### src/rtl/cdt_pkg.sv
package cdt_pkg;

  localparam int OP_W       = 2;
  localparam int SEC_W      = 7;
  localparam int TICK_W     = 3;
  localparam int TEMP_W     = 10;
  localparam int ADC_W      = 10;
  localparam int RUN_W      = 2;
  localparam int CFG_ADDR_W = 3;
  localparam int CFG_DATA_W = 10;

  // tenths = floor(adc * TENTHS_FULL / ADC_FULL_SCALE)
  localparam int TENTHS_FULL    = 1000;
  localparam int ADC_FULL_SCALE = 1023;
  localparam int PROD_W         = ADC_W + TEMP_W;

  typedef enum logic [OP_W-1:0] {
    OP_MODE_BUTTON  = 2'd0,
    OP_START_BUTTON = 2'd1,
    OP_LONG_TICK    = 2'd2,
    OP_SHORT_TICK   = 2'd3
  } op_t;

  typedef enum logic [RUN_W-1:0] {
    RUN_IDLE  = 2'd0,
    RUN_LONG  = 2'd1,
    RUN_SHORT = 2'd2
  } run_t;

  typedef enum logic [CFG_ADDR_W-1:0] {
    CFG_LONG_SECONDS    = 3'd0,
    CFG_SHORT_SECONDS   = 3'd1,
    CFG_LONG_TICKS      = 3'd2,
    CFG_SHORT_TICKS     = 3'd3,
    CFG_ALARM_THRESHOLD = 3'd4
  } cfg_addr_t;

  localparam logic MODE_LONG  = 1'b0;
  localparam logic MODE_SHORT = 1'b1;

  localparam logic [SEC_W-1:0]  LONG_SECONDS_RST    = 7'd60;
  localparam logic [SEC_W-1:0]  SHORT_SECONDS_RST   = 7'd10;
  localparam logic [TICK_W-1:0] LONG_TICKS_RST      = 3'd5;
  localparam logic [TICK_W-1:0] SHORT_TICKS_RST     = 3'd4;
  localparam logic [TEMP_W-1:0] ALARM_THRESHOLD_RST = 10'd500;

  typedef struct packed {
    op_t               op;
    logic              confirmed;
    logic [TEMP_W-1:0] tenths;
  } cmd_t;

  typedef struct packed {
    run_t              run_state;
    logic              mode;
    logic [SEC_W-1:0]  remaining_seconds;
    logic [TEMP_W-1:0] temperature_tenths;
    logic              alarm_led;
    logic              started;
    logic              second_elapsed;
    logic              finished;
    logic              selection_changed;
  } result_t;

endpackage

### src/rtl/cdt_if.sv
interface cdt_req_if;
  logic                       valid;
  logic                       ready;
  logic [cdt_pkg::OP_W-1:0]   operation;
  logic                       button_confirmed;
  logic [cdt_pkg::ADC_W-1:0]  adc_sample;

  modport source (output valid, output operation, output button_confirmed,
                  output adc_sample, input ready);
  modport sink   (input valid, input operation, input button_confirmed,
                  input adc_sample, output ready);
endinterface

interface cdt_rsp_if;
  logic                       valid;
  logic                       ready;
  logic [cdt_pkg::RUN_W-1:0]  run_state;
  logic                       mode;
  logic [cdt_pkg::SEC_W-1:0]  remaining_seconds;
  logic [cdt_pkg::TEMP_W-1:0] temperature_tenths;
  logic                       alarm_led;
  logic                       started;
  logic                       second_elapsed;
  logic                       finished;
  logic                       selection_changed;

  modport source (output valid, output run_state, output mode, output remaining_seconds,
                  output temperature_tenths, output alarm_led, output started,
                  output second_elapsed, output finished, output selection_changed,
                  input ready);
  modport sink   (input valid, input run_state, input mode, input remaining_seconds,
                  input temperature_tenths, input alarm_led, input started,
                  input second_elapsed, input finished, input selection_changed,
                  output ready);
endinterface

interface cdt_cfg_if;
  logic                           valid;
  logic                           ready;
  logic [cdt_pkg::CFG_ADDR_W-1:0] addr;
  logic [cdt_pkg::CFG_DATA_W-1:0] data;

  modport source (output valid, output addr, output data, input ready);
  modport sink   (input valid, input addr, input data, output ready);
endinterface

### src/rtl/cdt_front.sv
module cdt_front (
  input  logic [cdt_pkg::OP_W-1:0]  operation,
  input  logic                      button_confirmed,
  input  logic [cdt_pkg::ADC_W-1:0] adc_sample,
  output cdt_pkg::cmd_t             cmd
);

  logic [cdt_pkg::PROD_W-1:0] prod;
  logic [cdt_pkg::TEMP_W-1:0] quo;
  logic [cdt_pkg::ADC_W:0]    rem;
  logic [cdt_pkg::TEMP_W-1:0] tenths;

  // Divide by 1023 as divide by 1024 plus one correction: the remainder
  // p - q*1023 = (p mod 1024) + q stays below twice the divisor.
  always_comb begin
    prod = cdt_pkg::PROD_W'(adc_sample) * cdt_pkg::PROD_W'(cdt_pkg::TENTHS_FULL);
    quo  = prod[cdt_pkg::PROD_W-1 -: cdt_pkg::TEMP_W];
    rem  = {1'b0, prod[cdt_pkg::ADC_W-1:0]} + (cdt_pkg::ADC_W+1)'(quo);
    if (rem >= (cdt_pkg::ADC_W+1)'(cdt_pkg::ADC_FULL_SCALE)) begin
      tenths = quo + cdt_pkg::TEMP_W'(1);
    end else begin
      tenths = quo;
    end
  end

  assign cmd.op        = cdt_pkg::op_t'(operation);
  assign cmd.confirmed = button_confirmed;
  assign cmd.tenths    = tenths;

endmodule

### src/rtl/cdt_queue.sv
module cdt_queue #(
  parameter int DEPTH = 2
) (
  input  logic          clk,
  input  logic          rst,
  input  logic          push_valid,
  output logic          push_ready,
  input  cdt_pkg::cmd_t push_cmd,
  output logic          pop_valid,
  input  logic          pop_ready,
  output cdt_pkg::cmd_t pop_cmd
);

  localparam int PTR_W = (DEPTH > 1) ? $clog2(DEPTH) : 1;
  localparam int CNT_W = $clog2(DEPTH + 1);

  cdt_pkg::cmd_t    entries [DEPTH];
  logic [PTR_W-1:0] wr_ptr;
  logic [PTR_W-1:0] rd_ptr;
  logic [CNT_W-1:0] count;
  logic             push;
  logic             pop;

  assign push_ready = (count != CNT_W'(DEPTH));
  assign pop_valid  = (count != '0);
  assign pop_cmd    = entries[rd_ptr];
  assign push       = push_valid && push_ready;
  assign pop        = pop_valid && pop_ready;

  always_ff @(posedge clk) begin
    if (rst) begin
      wr_ptr <= '0;
      rd_ptr <= '0;
      count  <= '0;
    end else begin
      if (push) begin
        wr_ptr <= (wr_ptr == PTR_W'(DEPTH - 1)) ? '0 : wr_ptr + PTR_W'(1);
      end
      if (pop) begin
        rd_ptr <= (rd_ptr == PTR_W'(DEPTH - 1)) ? '0 : rd_ptr + PTR_W'(1);
      end
      if (push && !pop) begin
        count <= count + CNT_W'(1);
      end else if (pop && !push) begin
        count <= count - CNT_W'(1);
      end
    end
  end

  always_ff @(posedge clk) begin
    if (push) begin
      entries[wr_ptr] <= push_cmd;
    end
  end

endmodule

### src/rtl/cdt_back.sv
module cdt_back (
  input  logic                           clk,
  input  logic                           rst,
  input  logic                           cmd_valid,
  output logic                           cmd_ready,
  input  cdt_pkg::cmd_t                  cmd,
  input  logic                           cfg_valid,
  input  logic [cdt_pkg::CFG_ADDR_W-1:0] cfg_addr,
  input  logic [cdt_pkg::CFG_DATA_W-1:0] cfg_data,
  output logic                           res_valid,
  input  logic                           res_ready,
  output cdt_pkg::result_t               res
);

  logic [cdt_pkg::SEC_W-1:0]  long_seconds;
  logic [cdt_pkg::SEC_W-1:0]  short_seconds;
  logic [cdt_pkg::TICK_W-1:0] long_ticks;
  logic [cdt_pkg::TICK_W-1:0] short_ticks;
  logic [cdt_pkg::TEMP_W-1:0] alarm_threshold;

  cdt_pkg::run_t              run_state;
  logic                       mode;
  logic [cdt_pkg::SEC_W-1:0]  seconds_left;
  logic [cdt_pkg::TICK_W-1:0] subtick;
  logic [cdt_pkg::TEMP_W-1:0] temperature;
  logic                       led;

  cdt_pkg::run_t              run_state_next;
  logic                       mode_next;
  logic [cdt_pkg::SEC_W-1:0]  seconds_left_next;
  logic [cdt_pkg::TICK_W-1:0] subtick_next;
  logic [cdt_pkg::TEMP_W-1:0] temperature_next;
  logic                       led_next;
  logic                       started;
  logic                       elapsed;
  logic                       finished;
  logic                       changed;

  logic                       hot;
  logic                       idle_press;
  cdt_pkg::run_t              tick_owner;
  logic [cdt_pkg::TICK_W-1:0] tick_limit;
  logic [cdt_pkg::TICK_W-1:0] subtick_inc;
  logic                       second_done;

  assign cmd_ready = !res_valid || res_ready;

  always_comb begin
    hot         = (cmd.tenths > alarm_threshold);
    idle_press  = cmd.confirmed && (run_state == cdt_pkg::RUN_IDLE);
    tick_owner  = (cmd.op == cdt_pkg::OP_LONG_TICK) ? cdt_pkg::RUN_LONG : cdt_pkg::RUN_SHORT;
    tick_limit  = (cmd.op == cdt_pkg::OP_LONG_TICK) ? long_ticks : short_ticks;
    subtick_inc = subtick + cdt_pkg::TICK_W'(1);
    // a wrapped count also closes the second, and a limit of zero fires every tick
    second_done = (subtick_inc >= tick_limit) || (subtick_inc == '0);

    run_state_next    = run_state;
    mode_next         = mode;
    seconds_left_next = seconds_left;
    subtick_next      = subtick;
    temperature_next  = temperature;
    led_next          = led;
    started           = 1'b0;
    elapsed           = 1'b0;
    finished          = 1'b0;
    changed           = 1'b0;

    case (cmd.op)
      cdt_pkg::OP_MODE_BUTTON: begin
        if (idle_press) begin
          mode_next = ~mode;
          changed   = 1'b1;
        end
      end
      cdt_pkg::OP_START_BUTTON: begin
        if (idle_press) begin
          if (mode == cdt_pkg::MODE_SHORT) begin
            run_state_next    = cdt_pkg::RUN_SHORT;
            seconds_left_next = short_seconds;
          end else begin
            run_state_next    = cdt_pkg::RUN_LONG;
            seconds_left_next = long_seconds;
          end
          subtick_next     = '0;
          temperature_next = cmd.tenths;
          led_next         = hot;
          started          = 1'b1;
        end
      end
      cdt_pkg::OP_LONG_TICK, cdt_pkg::OP_SHORT_TICK: begin
        if (run_state == tick_owner) begin
          if (second_done) begin
            subtick_next = '0;
            if (seconds_left != '0) begin
              seconds_left_next = seconds_left - cdt_pkg::SEC_W'(1);
              temperature_next  = cmd.tenths;
              led_next          = hot;
              elapsed           = 1'b1;
            end
            if (seconds_left_next == '0) begin
              run_state_next = cdt_pkg::RUN_IDLE;
              led_next       = 1'b0;
              finished       = 1'b1;
            end
          end else begin
            subtick_next = subtick_inc;
          end
        end
      end
      default: begin
      end
    endcase
  end

  always_ff @(posedge clk) begin
    if (rst) begin
      long_seconds    <= cdt_pkg::LONG_SECONDS_RST;
      short_seconds   <= cdt_pkg::SHORT_SECONDS_RST;
      long_ticks      <= cdt_pkg::LONG_TICKS_RST;
      short_ticks     <= cdt_pkg::SHORT_TICKS_RST;
      alarm_threshold <= cdt_pkg::ALARM_THRESHOLD_RST;
      run_state       <= cdt_pkg::RUN_IDLE;
      mode            <= cdt_pkg::MODE_LONG;
      seconds_left    <= '0;
      subtick         <= '0;
      temperature     <= '0;
      led             <= 1'b0;
      res_valid       <= 1'b0;
    end else begin
      if (cfg_valid) begin
        case (cdt_pkg::cfg_addr_t'(cfg_addr))
          cdt_pkg::CFG_LONG_SECONDS:    long_seconds    <= cfg_data[cdt_pkg::SEC_W-1:0];
          cdt_pkg::CFG_SHORT_SECONDS:   short_seconds   <= cfg_data[cdt_pkg::SEC_W-1:0];
          cdt_pkg::CFG_LONG_TICKS:      long_ticks      <= cfg_data[cdt_pkg::TICK_W-1:0];
          cdt_pkg::CFG_SHORT_TICKS:     short_ticks     <= cfg_data[cdt_pkg::TICK_W-1:0];
          cdt_pkg::CFG_ALARM_THRESHOLD: alarm_threshold <= cfg_data[cdt_pkg::TEMP_W-1:0];
          default: begin
          end
        endcase
      end
      if (cmd_valid && cmd_ready) begin
        run_state    <= run_state_next;
        mode         <= mode_next;
        seconds_left <= seconds_left_next;
        subtick      <= subtick_next;
        temperature  <= temperature_next;
        led          <= led_next;
        res_valid    <= 1'b1;
      end else if (res_ready) begin
        res_valid <= 1'b0;
      end
    end
  end

  always_ff @(posedge clk) begin
    if (cmd_valid && cmd_ready) begin
      res.run_state          <= run_state_next;
      res.mode               <= mode_next;
      res.remaining_seconds  <= seconds_left_next;
      res.temperature_tenths <= temperature_next;
      res.alarm_led          <= led_next;
      res.started            <= started;
      res.second_elapsed     <= elapsed;
      res.finished           <= finished;
      res.selection_changed  <= changed;
    end
  end

endmodule

### src/rtl/dual_mode_countdown_thermometer.sv
// A request passes through a queue slot, then the result register, before its result
// can be taken.
// Throughput: one request per cycle while the result is not stalled; a QUEUE_DEPTH-entry
// queue between the decode front and the update back absorbs output stalls.
// Reset: synchronous rst empties the queue and result register, goes idle in long
// mode with all counts zero, and restores the register defaults.
module dual_mode_countdown_thermometer #(
  parameter int QUEUE_DEPTH = 2
) (
  input logic       clk,
  input logic       rst,
  cdt_req_if.sink   req,
  cdt_rsp_if.source rsp,
  cdt_cfg_if.sink   cfg
);

  cdt_pkg::cmd_t    front_cmd;
  cdt_pkg::cmd_t    head_cmd;
  logic             head_valid;
  logic             head_ready;
  cdt_pkg::result_t res;

  cdt_front u_front (
    .operation        (req.operation),
    .button_confirmed (req.button_confirmed),
    .adc_sample       (req.adc_sample),
    .cmd              (front_cmd)
  );

  cdt_queue #(
    .DEPTH (QUEUE_DEPTH)
  ) u_queue (
    .clk        (clk),
    .rst        (rst),
    .push_valid (req.valid),
    .push_ready (req.ready),
    .push_cmd   (front_cmd),
    .pop_valid  (head_valid),
    .pop_ready  (head_ready),
    .pop_cmd    (head_cmd)
  );

  cdt_back u_back (
    .clk       (clk),
    .rst       (rst),
    .cmd_valid (head_valid),
    .cmd_ready (head_ready),
    .cmd       (head_cmd),
    .cfg_valid (cfg.valid),
    .cfg_addr  (cfg.addr),
    .cfg_data  (cfg.data),
    .res_valid (rsp.valid),
    .res_ready (rsp.ready),
    .res       (res)
  );

  assign cfg.ready              = 1'b1;
  assign rsp.run_state          = res.run_state;
  assign rsp.mode               = res.mode;
  assign rsp.remaining_seconds  = res.remaining_seconds;
  assign rsp.temperature_tenths = res.temperature_tenths;
  assign rsp.alarm_led          = res.alarm_led;
  assign rsp.started            = res.started;
  assign rsp.second_elapsed     = res.second_elapsed;
  assign rsp.finished           = res.finished;
  assign rsp.selection_changed  = res.selection_changed;

endmodule

### src/flat_wrapper.sv
// flat-port wrapper written by rule: the top's interface ports become plain ports
module dual_mode_countdown_thermometer_flat 
#(
  parameter int QUEUE_DEPTH = 2
)
  (clk, rst, req_valid, req_operation, req_button_confirmed, req_adc_sample, req_ready, rsp_valid, rsp_run_state, rsp_mode, rsp_remaining_seconds, rsp_temperature_tenths, rsp_alarm_led, rsp_started, rsp_second_elapsed, rsp_finished, rsp_selection_changed, rsp_ready, cfg_valid, cfg_addr, cfg_data, cfg_ready);
  cdt_req_if req_i ();
  cdt_rsp_if rsp_i ();
  cdt_cfg_if cfg_i ();
  input logic clk;
  input logic rst;
  input wire logic [$bits(req_i.valid)-1:0] req_valid;
  input wire logic [$bits(req_i.operation)-1:0] req_operation;
  input wire logic [$bits(req_i.button_confirmed)-1:0] req_button_confirmed;
  input wire logic [$bits(req_i.adc_sample)-1:0] req_adc_sample;
  output wire logic [$bits(req_i.ready)-1:0] req_ready;
  output wire logic [$bits(rsp_i.valid)-1:0] rsp_valid;
  output wire logic [$bits(rsp_i.run_state)-1:0] rsp_run_state;
  output wire logic [$bits(rsp_i.mode)-1:0] rsp_mode;
  output wire logic [$bits(rsp_i.remaining_seconds)-1:0] rsp_remaining_seconds;
  output wire logic [$bits(rsp_i.temperature_tenths)-1:0] rsp_temperature_tenths;
  output wire logic [$bits(rsp_i.alarm_led)-1:0] rsp_alarm_led;
  output wire logic [$bits(rsp_i.started)-1:0] rsp_started;
  output wire logic [$bits(rsp_i.second_elapsed)-1:0] rsp_second_elapsed;
  output wire logic [$bits(rsp_i.finished)-1:0] rsp_finished;
  output wire logic [$bits(rsp_i.selection_changed)-1:0] rsp_selection_changed;
  input wire logic [$bits(rsp_i.ready)-1:0] rsp_ready;
  input wire logic [$bits(cfg_i.valid)-1:0] cfg_valid;
  input wire logic [$bits(cfg_i.addr)-1:0] cfg_addr;
  input wire logic [$bits(cfg_i.data)-1:0] cfg_data;
  output wire logic [$bits(cfg_i.ready)-1:0] cfg_ready;
  assign req_i.valid = req_valid;
  assign req_i.operation = req_operation;
  assign req_i.button_confirmed = req_button_confirmed;
  assign req_i.adc_sample = req_adc_sample;
  assign req_ready = req_i.ready;
  assign rsp_valid = rsp_i.valid;
  assign rsp_run_state = rsp_i.run_state;
  assign rsp_mode = rsp_i.mode;
  assign rsp_remaining_seconds = rsp_i.remaining_seconds;
  assign rsp_temperature_tenths = rsp_i.temperature_tenths;
  assign rsp_alarm_led = rsp_i.alarm_led;
  assign rsp_started = rsp_i.started;
  assign rsp_second_elapsed = rsp_i.second_elapsed;
  assign rsp_finished = rsp_i.finished;
  assign rsp_selection_changed = rsp_i.selection_changed;
  assign rsp_i.ready = rsp_ready;
  assign cfg_i.valid = cfg_valid;
  assign cfg_i.addr = cfg_addr;
  assign cfg_i.data = cfg_data;
  assign cfg_ready = cfg_i.ready;
  dual_mode_countdown_thermometer #(.QUEUE_DEPTH(QUEUE_DEPTH)) u_core (.clk(clk), .rst(rst), .req(req_i), .rsp(rsp_i), .cfg(cfg_i));
endmodule
### config.mk
export PLATFORM = sky130hd
export DESIGN_NAME = dual_mode_countdown_thermometer_flat
export DESIGN_NICKNAME = d
export VERILOG_FILES = /design/src/rtl/cdt_pkg.sv /design/src/rtl/cdt_if.sv /design/src/rtl/cdt_front.sv /design/src/rtl/cdt_queue.sv /design/src/rtl/cdt_back.sv /design/src/rtl/dual_mode_countdown_thermometer.sv /design/src/flat_wrapper.sv
export SDC_FILE = /design/constraint.sdc
export NUM_CORES = 1
export LEC_CHECK = 0
export BUFFER_PORTS_ARGS = -buffer_cell sky130_fd_sc_hd__buf_4
export CAP_MARGIN = 10
export CORE_MARGIN = 2
export CORE_UTILIZATION = 45
export DETAILED_ROUTE_END_ITERATION = 10
export PLACE_DENSITY = 0.65
export SYNTH_ARGS = -nofsm -noshare
export SYNTH_HDL_FRONTEND = slang
export SYNTH_SLANG_ARGS = --single-unit
export TNS_END_PERCENT = 100
### constraint.sdc
create_clock -name clk -period 6.85 [get_ports clk]
set_input_delay 0.3425 -clock clk [delete_from_list [all_inputs] [get_ports clk]]
set_output_delay 0.3425 -clock clk [all_outputs]
set_load 0.01 [all_outputs]
**Word level (Yosys, flattened, before mapping)**

Memory sizes are Yosys's and may differ from the RTL's. A register that Yosys moved wholly into a read port is not among the register bits.
Index checks and enable logic that the tools add are counted.

- Memories kept: 1
- Bits in writable memories: 26
- Input bits: 31
- Word-level logic and storage cells: 125
- Output and inout port bits: 28
- Bits in registers: 84

Memory list:

| name | depth | width | read ports | clocked after Yosys merged registers in | write ports | line | RTL |
|---|---|---|---|---|---|---|---|
| u_core.u_queue.entries | 2 | 13 | 1 | 1 | 1 | cdt_queue.sv:17 | `cdt_pkg::cmd_t entries [DEPTH];` |

- Reduce and logical (&&, ||, !) cells: 28
- Multiplexer cells: 48
- Order comparisons: 3
- Bitwise logic cells: 1
- Equality and inequality tests: 11
- Add/sub/neg operators: 8
- Multiply operators: 1

Operators by type and width:

| operator | count |
|---|---|
| 2-to-1 mux 7 bit | 8 |
| 2-to-1 mux 10 bit | 5 |
| one-hot mux 10 bit (2 select lines) | 1 |
| 2-to-1 mux 1 bit | 18 |
| multiplier 10 x 7 -> 17 bit, second input constant | 1 |
| 2-to-1 mux 2 bit | 8 |
| one-hot mux 7 bit (2 select lines) | 1 |
| 2-to-1 mux 3 bit | 4 |
| adder 10 x 10 -> 11 bit | 1 |
| greater-or-equal comparator 11 x 10 -> 1 bit, second input constant | 1 |
| adder 10 x 1 -> 10 bit, second input constant | 1 |
| greater-than comparator 10 bit | 1 |
| AND reduction 2 bit | 5 |
| nonzero test 2 bit | 4 |
| zero test 7 bit | 1 |
| nonzero test 7 bit | 1 |
| subtractor 7 x 1 -> 7 bit, second input constant | 1 |
| equality test 3 x 2 -> 1 bit, second input constant | 2 |
| zero test 3 bit | 2 |
| inequality test 2 bit, second input constant | 3 |
| one-hot mux 3 bit (2 select lines) | 1 |
| logical AND 1 bit | 5 |
| equality test 2 bit, second input constant | 2 |
| zero test 2 bit | 2 |
| 17 further kinds | 21 |

**Longest topological paths before layout**

Gate-level depths: netlist (run 1).

- Depth in word-level cells: 12
- Mapped depth: 25
- Depth with buffers taken out: 25

**By module**

Synthesis (run 1) repeated with hierarchy kept, for this count alone.

- Cells, all modules: 731
- Area total of the unflattened synthesis: 7353.3 sq um

By module, submodules not included:

| module | seq. area each (sq um) | cells an instance | area each (sq um) | times used |
|---|---|---|---|---|
| cdt_back | 1851.8 | 408 | 3870.0 | 1 |
| cdt_front | 0.0 | 257 | 2309.7 | 1 |
| cdt_queue | 880.8 | 64 | 1162.4 | 1 |
| dual_mode_countdown_thermometer | 0.0 | 2 | 11.3 | 1 |

**Least setup slack after synthesis (run 1)**

No wires, ideal clock.

- Path kind: input port to flip-flop
- Start point: in req_adc_sample[3]
- End point: mem u_core.u_queue.entries[0][1] (netlist bit), data pin
- Arrival: 6.204 ns
- Cell stages on the path: 23
- Data required time: 6.584 ns
- Library setup time: 0.266 ns
- Buffers on the path: 0
- Path slack: 0.380 ns
- Path through: inv_1 > fa_1 > fa_1 > fa_1 > fa_1 > inv_1 > ha_1 > a21oi_1 > nand2_1 > o21a_1 > o2111a_1 > a211oi_1 > xor2_1 > inv_1 > ha_1 > a21oi_1 > o211ai_1 > a21oi_1 > o21a_1 > o2111ai_1 > or4_4 > o21ai_4 > mux2_1

RTL lines:

| what | line | RTL |
|---|---|---|
| start, declared | flat_wrapper.sv:15 | `input wire logic [$bits(req_i.adc_sample)-1:0] req_adc_sample;` |
| end, declared | cdt_queue.sv:17 |  |

==> results by stage, run 1 <==
Worst setup path:
- The kind of end point of the critical path is a flip-flop.
- Data arrives at the worst endpoint at 6.52 ns.
- The worst setup path is launched from an input pin.
- The largest fanout on the critical path is 9.
- STA puts the critical path data required time at 6.94 ns.
- The type of the setup path with the least slack is input pin to flip-flop.

Placement:
- At the end of routability-driven placement, the weighted congestion stood at a little under 0.9.
- Detailed placement ended at an HPWL of between 10 and 15 mm.
- The count of port buffers added during placement is 57.
- Once placement finished, the instance area stood at approximately 8000 sq um.
- The pre-CTS setup slack is -0.01932 ns.

Timing:
- The clock tree skew after final layout is 0.007489 ns.
- The worst relative slew slack is approximately a quarter.
- Setup repair after global routing left no endpoint under its margin.
- The post-route fraction of the period consumed by the critical path is between 90% and 100%.
- The worst path needs 6.428 ns of the cycle, external delays included.
- The actual slew at the worst max-slew pin is approximately 1.1 ns.
- After layout, the worst setup slack is about 0.42 ns.
- Timing would allow up to approximately 160 MHz.
- Setup violations remaining at the end of the flow were counted as 0.
- The count of final hold-check violations came to 0.
- The max-slew violation total from the final report was 0.

Die:
- The core outline area is around 16000 sq um.
- In this run the count of I/O pins placed on the die edge is 59.
- After floorplanning, the core was divided into 46 placement rows.
- For this configuration, the core starts out at a cell density of between 40% and 50%.
- The die covers about 17000 sq um.
- The die height is approximately 130 microns.
- The chip width is approximately 130 microns.

Power and ir drop:
- The final total power is 4.309 mW.
- The power density over the cells is around 520 nW/um^2.
- The maximum resistive drop on vdd is 0.0002207 V.
- The leakage power total is approximately 3.5 nW.

CTS:
- The cell sitting at the root of the clock tree is a clkbuf_16.
- For this design, the sink count on the clock tree is about 110.
- The deepest level of the CTS H-tree is 3.
- The post-cts hold buffer count is 0.
- The clock network latency to the later pin of the worst-skew pair is between 0.3 and 0.4 ns.
- The clock passes through at most 2 buffers.
- After clock tree synthesis, the clock-pin slew on the worst setup and hold paths is roughly 0.070 ns.
- TritonCTS built the clock tree.
- Clock tree synthesis inserted a total of 9 buffers.

Finish:
- The post-route netlist has between 10% and 20% of its cells at a drive strength greater than 1.
- The finished cells cover 8250 sq um.
- The number of antenna diodes in the final layout is 0.
- Compared with the post-synthesis result, the final layout area differs by 13.61%.
- After the last flow step, the layout net total stands at between 900 and 1k.

Global route:
- The maximum number of pins on one net before global-route repair is between 40 and 50.
- The first global-routing pass estimated approximately 26 mm of wire.
- The initial antenna violation count is 0.
- Global routing used a little under a fifth of the available tracks across all layers.
- The residual overflow from global routing is 0.
- The number of global-route vias before repair is between 5k and 6k.

Routing:
- The initial detailed-routing violation count is between 200 and 300.
- After detailed routing, the number of vias per cell comes to roughly 5.3.
- The count of nets left with antenna violations once routing finished came out at 0.
- The number of search-and-repair iterations in the first detailed-routing pass is 4.
- For this run, design rule violations remaining after detail routing come to 0.
- The average wire length per cell after detail routing is ~15 microns.
- Detailed routing inserted a total of 5416 vias.
- The routed wire length is between 15 and 20 mm.

Synthesis:
- In this run the cell area of the synthesized design comes to 7262 sq um.
- The number of nets in the synthesized netlist is 868.
- The number of unique standard cell types used by synthesis is 75.
- Synthesis handed over a netlist of 742 instances.
- After synthesis, the largest area contributor takes up roughly a fifth of total cell area.
- After synthesis the netlist holds a flip-flop and latch count of approximately 110.
- The synthesized design spends more area on one cell type than any other, namely edfxtp_1.
- The count of flip-flops with a built-in enable after synthesis is just over 50.
- Dividing the synthesized area by the synthesized cell count gives between 9 and 10 sq um.
- The post-synthesis sequential area ratio is between 30% and 40%.
- In the synthesized netlist the dominant register cell turns out to be dfxtp_1.
- Of all flip-flops after synthesis, the portion carrying an async set or reset was 0%.
- The Yosys warning count is 0.
- Ranked by total cell area, the synthesized netlist is headed by edfxtp_1 (21%), dfxtp_1 (17%), ha_1 (11%).

Job:
- The total of max-cap violations is 0.

Min path:
- The min-delay analysis places its worst path in the category input pin to flip-flop.

Outcome:
- The flow ran to the end, and the final reports show no timing, DRC or antenna violations.
==> synth_stat cells (2+ instances only) <==
master      n
nand3_1    20
a221o_1     2
dfxtp_1    60
mux2_2     10
clkinv_1    2
nand4_1     6
o21ai_1     2
nor2b_1     7
ha_1       64
a211oi_1    4
a221oi_1    2
xnor2_1    18
a2111oi_0   3
edfxtp_1   51
nand2_1    89
and3_1      5
xor2_1     10
o21ai_0    19
a21oi_1    50
mux2_1     10
inv_2       2
inv_1      82
a21o_1      8
nand2b_1    6
o21a_1      4
nor2_1     49
mux2i_1    32
o22ai_1     2
nor3_1      8
o2111a_1    2
clkbuf_1   19
or3_1       6
and2_1      4
o211ai_1   13
fa_1       31
==> worst max-delay path, cell delays in order <==
cell and delay (ns):
buf_4 0.13, inv_1 0.15, fa_1 0.46, fa_1 0.51
inv_1 0.05, fa_1 0.49, inv_1 0.05, fa_1 0.49
inv_1 0.04, ha_1 0.37, a21oi_1 0.26, and2_4 0.22
a211oi_2 0.11, or3_1 0.32, a21oi_1 0.17, xnor2_1 0.23
ha_1 0.36, nand3_1 0.17, o211ai_1 0.12, a21oi_1 0.15
o21a_1 0.14, o2111ai_1 0.11, or4_4 0.44, o21ai_4 0.25
mux2_1 0.37
==> what timing repair did <==
action	4_1_cts	5_1_grt
gates resized for setup	0	1
endpoints found under the setup margin	0	16
setup buffers	0	2
==> kinds of logic (layout without fill, tap and decap cells) <==
kind of cell,after synthesis,after routing,share of synthesized area (%)
adders and majority gates,95,95,19.57
xor gates and xnor gates,28,28,3.377
AOI/OAI and AO/OA,133,133,12.49
other,1,1,0.05164
muxes,52,52,7.512
and+or+nand+nor,214,214,13.72
DFF,111,111,37.63
buffers and inverters,108,172,5.651
==> metal layers <==
| layer | vias to the layer above | share of wire, % | global-route usage (%) |
|---|---|---|---|
| met2 | 119 | 51 | 34.87 |
| li1 | 2685 | - | - |
| met1 | 2582 | 43 | 22.39 |
| met3 | 30 | 3.6 | 2.484 |
| met4 | 0 | 2.5 | 7.822 |
| met5 | - | 0 | 0 |
==> area by class of cell <==
cell class                      instances  area [sq um]
Clock buffer                           11         242.7
Clock inverter                          5         33.78
Fill cell                            1402          7577
Inverter                               86         322.8
Multi-Input combinational cell        523          4123
Sequential cell                       111          2733
Tap cell                              216         270.3
Timing Repair Buffer                   70         525.5
==> power breakdown <==
| part | total, mW | internal (mW) | switching, mW |
|---|---|---|---|
| registers | 1.11 | 1.02 | 0.0897 |
| logic | 2.71 | 1.16 | 1.55 |
| clock network | 0.486 | 0.256 | 0.230 |
==> placed cells by master (no fill, tap or decap), types with 13 or more instances in the layout <==
| cell | instances |
|---|---|
| a21oi_1 | 49 |
| mux2i_1 | 32 |
| fa_1 | 31 |
| ha_1 | 64 |
| dfxtp_1 | 60 |
| inv_1 | 82 |
| nand2_1 | 89 |
| xnor2_1 | 18 |
| nor2_1 | 49 |
| o21ai_0 | 18 |
| edfxtp_1 | 51 |
| o211ai_1 | 13 |
| buf_4 | 70 |
| nand3_1 | 20 |
==> state kept, by name (all words and copies together) (netlist names), 2 cells and up, named ones only <==
name,count
u_core.u_back.alarm_threshold,10
u_core.u_back.long_seconds,7
u_core.u_back.long_ticks,3
u_core.u_back.res,25
u_core.u_back.run_state,2
u_core.u_back.seconds_left,7
u_core.u_back.short_seconds,7
u_core.u_back.short_ticks,3
u_core.u_back.subtick,3
u_core.u_back.temperature,10
u_core.u_queue.count,2
u_core.u_queue.entries,26
==> per-stage QoR <==
step	setup TNS (ns)	std cells	util [%]	hold WS, ns
after floorplan	0	742	-	0.4318
after detailed placement	-0.03863	1004	50.26	0.4491
after CTS	0	1020	52.01	0.1694
final	0	1022	52.13	0.1790
after global placement	0	1004	50.26	0.4370
after global routing	0	1022	52.13	0.1704
==> final timing paths <==
| path | start | endpoint | slack, ns | cells after the start |
|---|---|---|---|---|
| hold reg to reg | u_core.u_back.temperature[3] | u_core.u_back.temperature[3] | 0.45 | 2 |
| setup / recovery | req_adc_sample[3] | u_core.u_queue.entries[0][1] | 0.42 | 25 |
| hold / removal | req_button_confirmed | u_core.u_queue.entries[0][10] | 0.18 | 1 |
| setup reg to reg | flip-flop | u_core.u_back.temperature[2] | 2.71 | 14 |
Note: power is estimated with default switching activity, not from simulation.
==> run 2: changes to the inputs <==
Settings changed: REMOVE_ABC_BUFFERS from default to 1.
==> results by stage, run 2 (synthesized netlist as in run 1, its figures left out) <==
Power and ir drop:
- The maximum resistive drop on vdd is 0.0002794 V (+27%).
- The internal power consumption came to 2.444 mW (+0.19%).
- The final total power was 4.414 mW (+2.4%).
- The power density over the cells is 531.0 nW/um^2 (+1.7%).
- The sequential group share of total power is 25.2% (-0.6 points).
- The switching power share of the total is 44.62% (+1.2 points).
- The leakage power total was 3.537 nW (+0.31%).
- The power spent charging and discharging nets came to 1.970 mW (+5.4%).
- The fraction of power consumed by combinational cells is 62.3% (-0.6 points).
- The clock share of power was 12.6% (+1.3 points).

Min path:
- The worst hold path startpoint is req_button_confirmed.
- In this run the worst hold path is classified as input pin to flip-flop.

Die:
- The area of the die is 17170 sq um (unchanged).
- The initial core utilization is 45.88% (unchanged).
- The floorplan row count was 46 (unchanged).
- The core outline area was 15830 sq um (unchanged).
- The chip width was 131.0 microns (unchanged).
- The die height is 131.0 microns (unchanged).
- The I/O pin count is 59 (unchanged).

Timing:
- Setup repair after global routing left no endpoint under its margin.
- The clock tree skew after final layout came to 0.01726 ns (+0.009771 ns).
- The fmax is 153.1 MHz (-1.6%).
- The final count of negative-setup-slack endpoints is 0 (unchanged).
- The count of final hold-check violations is 0 (unchanged).
- The final worst-path setup slack is 0.3166 ns (-0.1056 ns).
- The max-slew violation total from the final report is 0 (unchanged).
- The time the final worst path needs with I/O delays and setup came to 6.533 ns (+0.1056 ns).
- The worst relative slew slack is 42.41% (+19 points).
- The post-route fraction of the period consumed by the critical path came to 95.38% (+1.5 points).
- The total negative setup slack is 0 ns (unchanged).
- The worst hold margin is 0.1688 ns (-0.01019 ns).
- The actual slew at the worst max-slew pin was 0.8607 ns (-0.2843 ns).

CTS:
- The post-cts hold buffer count came to 0 (unchanged).
- The clock edge transition at the registers on the reported setup and hold paths is 0.08 ns (about the same).
- The buffers inserted during post-CTS setup optimization came to 0 (unchanged).
- The count of clock tree sinks is 111 (unchanged).
- The clock root buffer master is clkbuf_16.
- The deepest level of the CTS H-tree is 3 (unchanged).
- The count of cells resized by post-cts repair is 0 (unchanged).
- The clock tree from TritonCTS is built.
- The maximum buffer depth of the clock tree is 2 (unchanged).
- The number of buffers created by CTS is 9 (unchanged).
- The clock network latency to the later pin of the worst-skew pair is 0.36 ns (about the same).

Outcome:
- The flow ran to the end, and the final reports show no timing, DRC or antenna violations.

Worst setup path:
- The largest fanout on the critical path is 7 (-2).
- The delay of the slowest cell on the worst path is 0.54 ns (+0.03 ns).
- The slowest stage of the critical path is the fa_1 cell.
- The worst reg-to-reg setup slack is 2.78 ns (+0.07 ns).
- In this run the worst setup path terminates at u_core.u_queue.entries[1][1].
- The required time reported for the critical path endpoint is 6.95 ns (about the same).
- The worst setup path is captured at a flip-flop.
- The data arrival time of the worst path is 6.64 ns (+0.12 ns).
- The worst-case reg-to-reg path depth came to 14 (unchanged).
- The critical path's most frequent cell is fa_1.
- STA classifies the critical path startpoint as an input pin.
- The type of the setup path with the least slack is input pin to flip-flop.
- The capture instance of the worst register-to-register path is u_core.u_back.temperature[2].
- Tracing the worst setup path back leads to its startpoint at req_adc_sample[5].

Global route:
- The maximum number of pins on one net before global-route repair came to 48 (+6.7%).
- The global-route usage over all layers is 19.22% (+0.20 points).
- The routing usage on met1 is 21.32% (-1.1 points).
- The initial antenna violation count is 0 (unchanged).
- The number of global-route vias before repair is 5434 (-1.6%).
- The met3 demand-to-capacity share in global routing is 2.647% (+0.16 points).
- The residual overflow from global routing was 0 (unchanged).
- The most used routing layer in global routing is met2.
- The wire length of the first global-routing pass is 25.63 mm (-0.16%).
- The global-route track usage on met2 is 36.97% (+2.1 points).

Finish:
- Leaving out fill and tap cells, the most frequent cell in the layout is nand2_1.
- The layout filler cell count came to 1407 (+0.36%).
- The share of the core filled with cells is 52.51% (+0.39 points).
- The largest registers in the layout are u_core.u_queue.entries x26, u_core.u_back.res x25.
- The flip-flop count of the largest register, all copies and words added came to 26 (unchanged).
- The library cells used most frequently in the layout, excluding fill and tap cells, are nand2_1 (89), inv_1 (81), buf_4 (67).
- The share of post-route cells with drive strength above 1 is 13.79% (+0.27 points).
- The cell area after layout came to 8312 sq um (+0.74%).
- The final net count was 926 (-0.11%).
- The area occupied by multi-input gates is 4144 sq um (+0.52%).
- The final antenna diode count is 0 (unchanged).
- The layout overhead on the synthesized area is 14.46%.
- The final cell count without fillers is 1021 (-0.098%).
- Ranked by flip-flop count, first place goes to u_core.u_queue.entries.
- The sequential cell area was 2733 sq um (unchanged).

Placement:
- The placed instance area came to 7948 sq um (about the same).
- The final RePlAce weighted congestion was 0.9086 (+3.6%).
- The instance count after placement with tap cells included is 1003 (-0.10%).
- The count of port buffers added during placement is 57 (unchanged).
- The estimated wirelength of the detail-placed design is 12.38 mm (+0.58%).
- The pre-CTS setup slack came to -0.1085 ns (-0.08915 ns).

Routing:
- The DRC violations left is 0 (unchanged).
- The via count is 5382 (-0.63%).
- The vias per cell came to 5.271 (-0.53%).
- The number of nets with antenna violations after routing is 0 (unchanged).
- The number of search-and-repair iterations in the first detailed-routing pass is 4 (unchanged).
- The routed wire length is 15.79 mm (+2.1%).
- The initial detailed-routing violation count came to 269 (+3.1%).
- The average wire length per cell after detail routing is 15.47 microns (+2.2%).

Job:
- The total of max-cap violations was 0 (unchanged).
==> run 2: cell types whose count changed in the layout (fill, tap and decap cells not counted), sizes merged <==
cell,previous run,this run
inv,84,85
bufinv,0,1
clkbuf,11,9
buf,70,68
o21ai,22,23
==> run 2: power by group through the flow <==
stage / registers, mW / clock network (mW) / logic [mW]
finish: 1.11 / 0.554 / 2.75
global route: 1.13 / 0.587 / 3.08
CTS: 1.11 / 0.565 / 2.67
detailed placement: 1.13 / 0 / 2.66
global placement: 1.12 / 0 / 2.58
floorplan: 1.15 / 0 / 1.87
==> run 2: layout make-up <==
class	instances	area share, %
Tap cell	216	3.252
Sequential cell	111	32.88
Multi-Input combinational cell	524	49.86
Clock buffer	9	2.710
Timing Repair Buffer	68	6.187
Inverter	86	3.929
Clock inverter	7	1.189
==> run 2: worst min path at each step <==
stage	endpoint	slack (ns)	depth (start not counted)
after global routing	u_core.u_queue.entries[1][10]	0.16	1
after CTS	u_core.u_queue.entries[1][10]	0.16	1
after global placement	u_core.u_back.temperature[7]	0.44	2
after floorplan	u_core.u_back.alarm_threshold[0]	0.41	1
after detailed placement	u_core.u_back.temperature[5]	0.45	2
final	u_core.u_queue.entries[0][10]	0.17	1
==> run 2: critical path: cells and delay by family <==
kind	cells	cell delay (ns)
buffers and inverters	5	0.46
XOR/XNOR	1	0.23
AO/OA/AOI/OAI	8	1.45
AND/OR/NAND/NOR	4	1.20
multiplexers	1	0.37
adder cells (fa/ha/maj)	6	2.58
==> run 2: routing by layer <==
metal  part of all wire [%]  routed length, microns  vias up
met5                      0                       0        -
met4                    2.4                     383        0
met3                    3.3                     516       30
met2                     53                    8384       97
met1                     41                    6507     2571
li1                       -                       -     2684
==> run 3: changes to the inputs <==
Settings changed: CELL_PAD_IN_SITES_DETAIL_PLACEMENT from default to 2, CELL_PAD_IN_SITES_GLOBAL_PLACEMENT from default to 2, CORE_UTILIZATION 45 to 35, PLACE_DENSITY 0.65 to default, PLACE_DENSITY_LB_ADDON from default to 0.1.
==> results by stage, run 3 (synthesized netlist as in run 1, its figures left out) <==
Placement:
- The pre-CTS setup slack is -0.1561 ns (-0.04763 ns).
- The placed instance area came to 8068 sq um (+1.5%).
- The count of port buffers added during placement is 57 (unchanged).
- The estimated wirelength of the detail-placed design is 16.36 mm (+32%).
- The final RePlAce weighted congestion came to 0.7984 (-12%).
- The instance count after placement with tap cells included is 1064 (+6.1%).

Finish:
- The final cell count without fillers is 1083 (+6.1%).
- The cell area after layout is 8427 sq um (+1.4%).
- The final antenna diode count is 0 (unchanged).
- The flip-flop count of the largest register, all copies and words added is 26 (unchanged).
- The layout overhead on the synthesized area is 16.04%.
- The share of post-route cells with drive strength above 1 is 14.76% (+0.97 points).
- The final net count was 934 (+0.86%).
- The library cells used most frequently in the layout, excluding fill and tap cells, are nand2_1 (89), inv_1 (81), buf_4 (76).
- Leaving out fill and tap cells, the most frequent cell in the layout is nand2_1.
- The largest registers in the layout are u_core.u_queue.entries x26, u_core.u_back.res x25.
- The layout filler cell count was 2232 (+59%).
- The largest register by flop count is u_core.u_queue.entries.
- The share of the core filled with cells is 41.51% (-11 points).

Die:
- The core outline area is 20300 sq um (+28%).
- The initial core utilization is 35.77% (-10 points).
- The area of the die is 21920 sq um (+28%).
- The I/O pin count is 59 (unchanged).
- The die height is 148.0 microns (+13%).
- The chip width came to 148.0 microns (+13%).
- The floorplan row count is 52 (+13%).

CTS:
- The deepest level of the CTS H-tree is 3 (unchanged).
- The clock network latency to the later pin of the worst-skew pair is 0.36 ns (about the same).
- The clock tree from TritonCTS is built.
- The count of clock tree sinks is 111 (unchanged).
- The post-cts hold buffer count is 0 (unchanged).
- The maximum buffer depth of the clock tree came to 2 (unchanged).
- Clock tree synthesis selected as its root buffer the cell clkbuf_16.
- The number of buffers created by CTS came to 9 (unchanged).
- The clock edge transition at the registers on the reported setup and hold paths is 0.08 ns (about the same).

Timing:
- The post-route fraction of the period consumed by the critical path is 94.47% (-0.91 points).
- The worst hold margin was 0.1868 ns (+0.01801 ns).
- The clock tree skew after final layout is 0.01266 ns (-0.004605 ns).
- The final count of negative-setup-slack endpoints came to 0 (unchanged).
- The worst relative slew slack is 42.29% (-0.12 points).
- The total negative setup slack is 0 ns (unchanged).
- The final worst-path setup slack is 0.3789 ns (+0.06229 ns).
- The time the final worst path needs with I/O delays and setup is 6.471 ns (-0.06229 ns).
- The actual slew at the worst max-slew pin is 0.8566 ns (-0.004094 ns).
- The max-slew violation total from the final report came to 0 (unchanged).
- The count of final hold-check violations is 0 (unchanged).
- Setup repair after global routing left no endpoint under its margin.
- The fmax is 154.5 MHz (+0.96%).

Min path:
- The min-delay analysis places its worst path in the category input pin to flip-flop.

Worst setup path:
- The critical path in this run is classified as input pin to flip-flop.
- The worst-case reg-to-reg path depth is 14 (unchanged).
- The capture instance of the worst register-to-register path is u_core.u_back.temperature[7].
- STA classifies the critical path startpoint as an input pin.
- The required time reported for the critical path endpoint is 6.95 ns (about the same).
- The largest fanout on the critical path was 6 (-1).
- The worst reg-to-reg setup slack is 2.34 ns (-0.44 ns).
- The data arrival time of the worst path is 6.57 ns (-0.07 ns).
- Following the worst setup path forward leads to its endpoint at u_core.u_queue.entries[0][1].
- The worst setup path is captured at a flip-flop.
- The launch point of the worst path is req_adc_sample[3].

Global route:
- The global-route usage over all layers is 19.42% (+0.19 points).
- The number of global-route vias before repair came to 6286 (+16%).
- The maximum number of pins on one net before global-route repair is 47 (-2.1%).
- The residual overflow from global routing is 0 (unchanged).
- The initial antenna violation count is 0 (unchanged).
- The wire length of the first global-routing pass was 33.42 mm (+30%).

Outcome:
- The flow ran to the end, and the final reports show no timing, DRC or antenna violations.

Job:
- The total of max-cap violations is 0 (unchanged).

Routing:
- The initial detailed-routing violation count is 172 (-36%).
- The number of nets with antenna violations after routing is 0 (unchanged).
- The DRC violations left is 0 (unchanged).
- The vias per cell is 5.129 (-2.7%).
- The number of search-and-repair iterations in the first detailed-routing pass came to 4 (unchanged).
- The via count is 5555 (+3.2%).
- The average wire length per cell after detail routing is 18.82 microns (+22%).
- The routed wire length is 20.38 mm (+29%).

Power and ir drop:
- The leakage power total came to 3.581 nW (+1.3%).
- The final total power is 4.673 mW (+5.9%).
- The power density over the cells is 554.6 nW/um^2 (+4.4%).
- The maximum resistive drop on vdd was 0.0002522 V (-9.7%).
run 3: cell types whose count changed in the layout (fill, tap and decap cells not counted), sizes merged:
cell	delta
clkinvlp	-2
clkbuf	+2
buf	+8
bufinv	-1
inv	+1
run 3: worst min-delay path by stage:
| stage | startpoint | slack, ns | to | cells past startpoint |
|---|---|---|---|---|
| 4_1_cts | req_button_confirmed | 0.17 | u_core.u_queue.entries[0][10] | 1 |
| 2_1_floorplan | rst | 0.41 | u_core.u_back.alarm_threshold[0] | 1 |
| 5_1_grt | req_button_confirmed | 0.17 | u_core.u_queue.entries[1][10] | 1 |
| 3_5_place_dp | u_core.u_back.temperature[2] | 0.45 | u_core.u_back.temperature[2] | 2 |
| 3_3_place_gp | u_core.u_back.temperature[7] | 0.44 | u_core.u_back.temperature[7] | 2 |
| 6_report | req_operation[0] | 0.19 | u_core.u_queue.entries[0][11] | 1 |
run 3: worst max-delay path, stage by stage:
cell and delay, ns:
buf_4 0.13, inv_1 0.15, fa_1 0.48, fa_1 0.54
inv_1 0.06, fa_1 0.49, inv_1 0.05, fa_1 0.49
inv_1 0.04, ha_1 0.38, a21oi_2 0.21, and2_4 0.20
a21boi_1 0.14, or4b_1 0.50, nand3_1 0.20, ha_1 0.28
a21o_1 0.18, a21oi_1 0.27, o21ai_0 0.16, a211oi_1 0.33
o21ai_1 0.28, o21ai_4 0.28, mux2_1 0.36
run 3: final cells by class:
| type | count | area [sq um] | area share (%) |
|---|---|---|---|
| multi-input cells | 524 | 4160 | 49.37 |
| flip-flops and latches | 111 | 2733 | 32.43 |
| repair buffers | 76 | 570.5 | 6.771 |
| well taps | 270 | 337.8 | 4.009 |
| inverters | 86 | 322.8 | 3.831 |
| clock buffers | 11 | 254.0 | 3.014 |
| clock inverters | 5 | 48.80 | 0.5791 |
run 3: repair_timing:
action,4_1_cts,5_1_grt
setup buffers,0,2
endpoints found under the setup margin,0,20
gates resized for setup,0,6
run 3: power by group:
part	leakage [nW]	switching (mW)	internal [mW]
clock network	0.149	0.256	0.276
registers	0.977	0.0989	1.02
logic	2.46	1.76	1.26
total	3.58	2.12	2.55
run 3: per-layer routing:
metal / vias up / track usage [%] / wire length, microns
met5: - / 0 / 0
met4: 0 / 4.857 / 291
met3: 16 / 2.068 / 326
met2: 49 / 36.90 / 10970
met1: 2797 / 23.27 / 8791
li1: 2693 / - / -
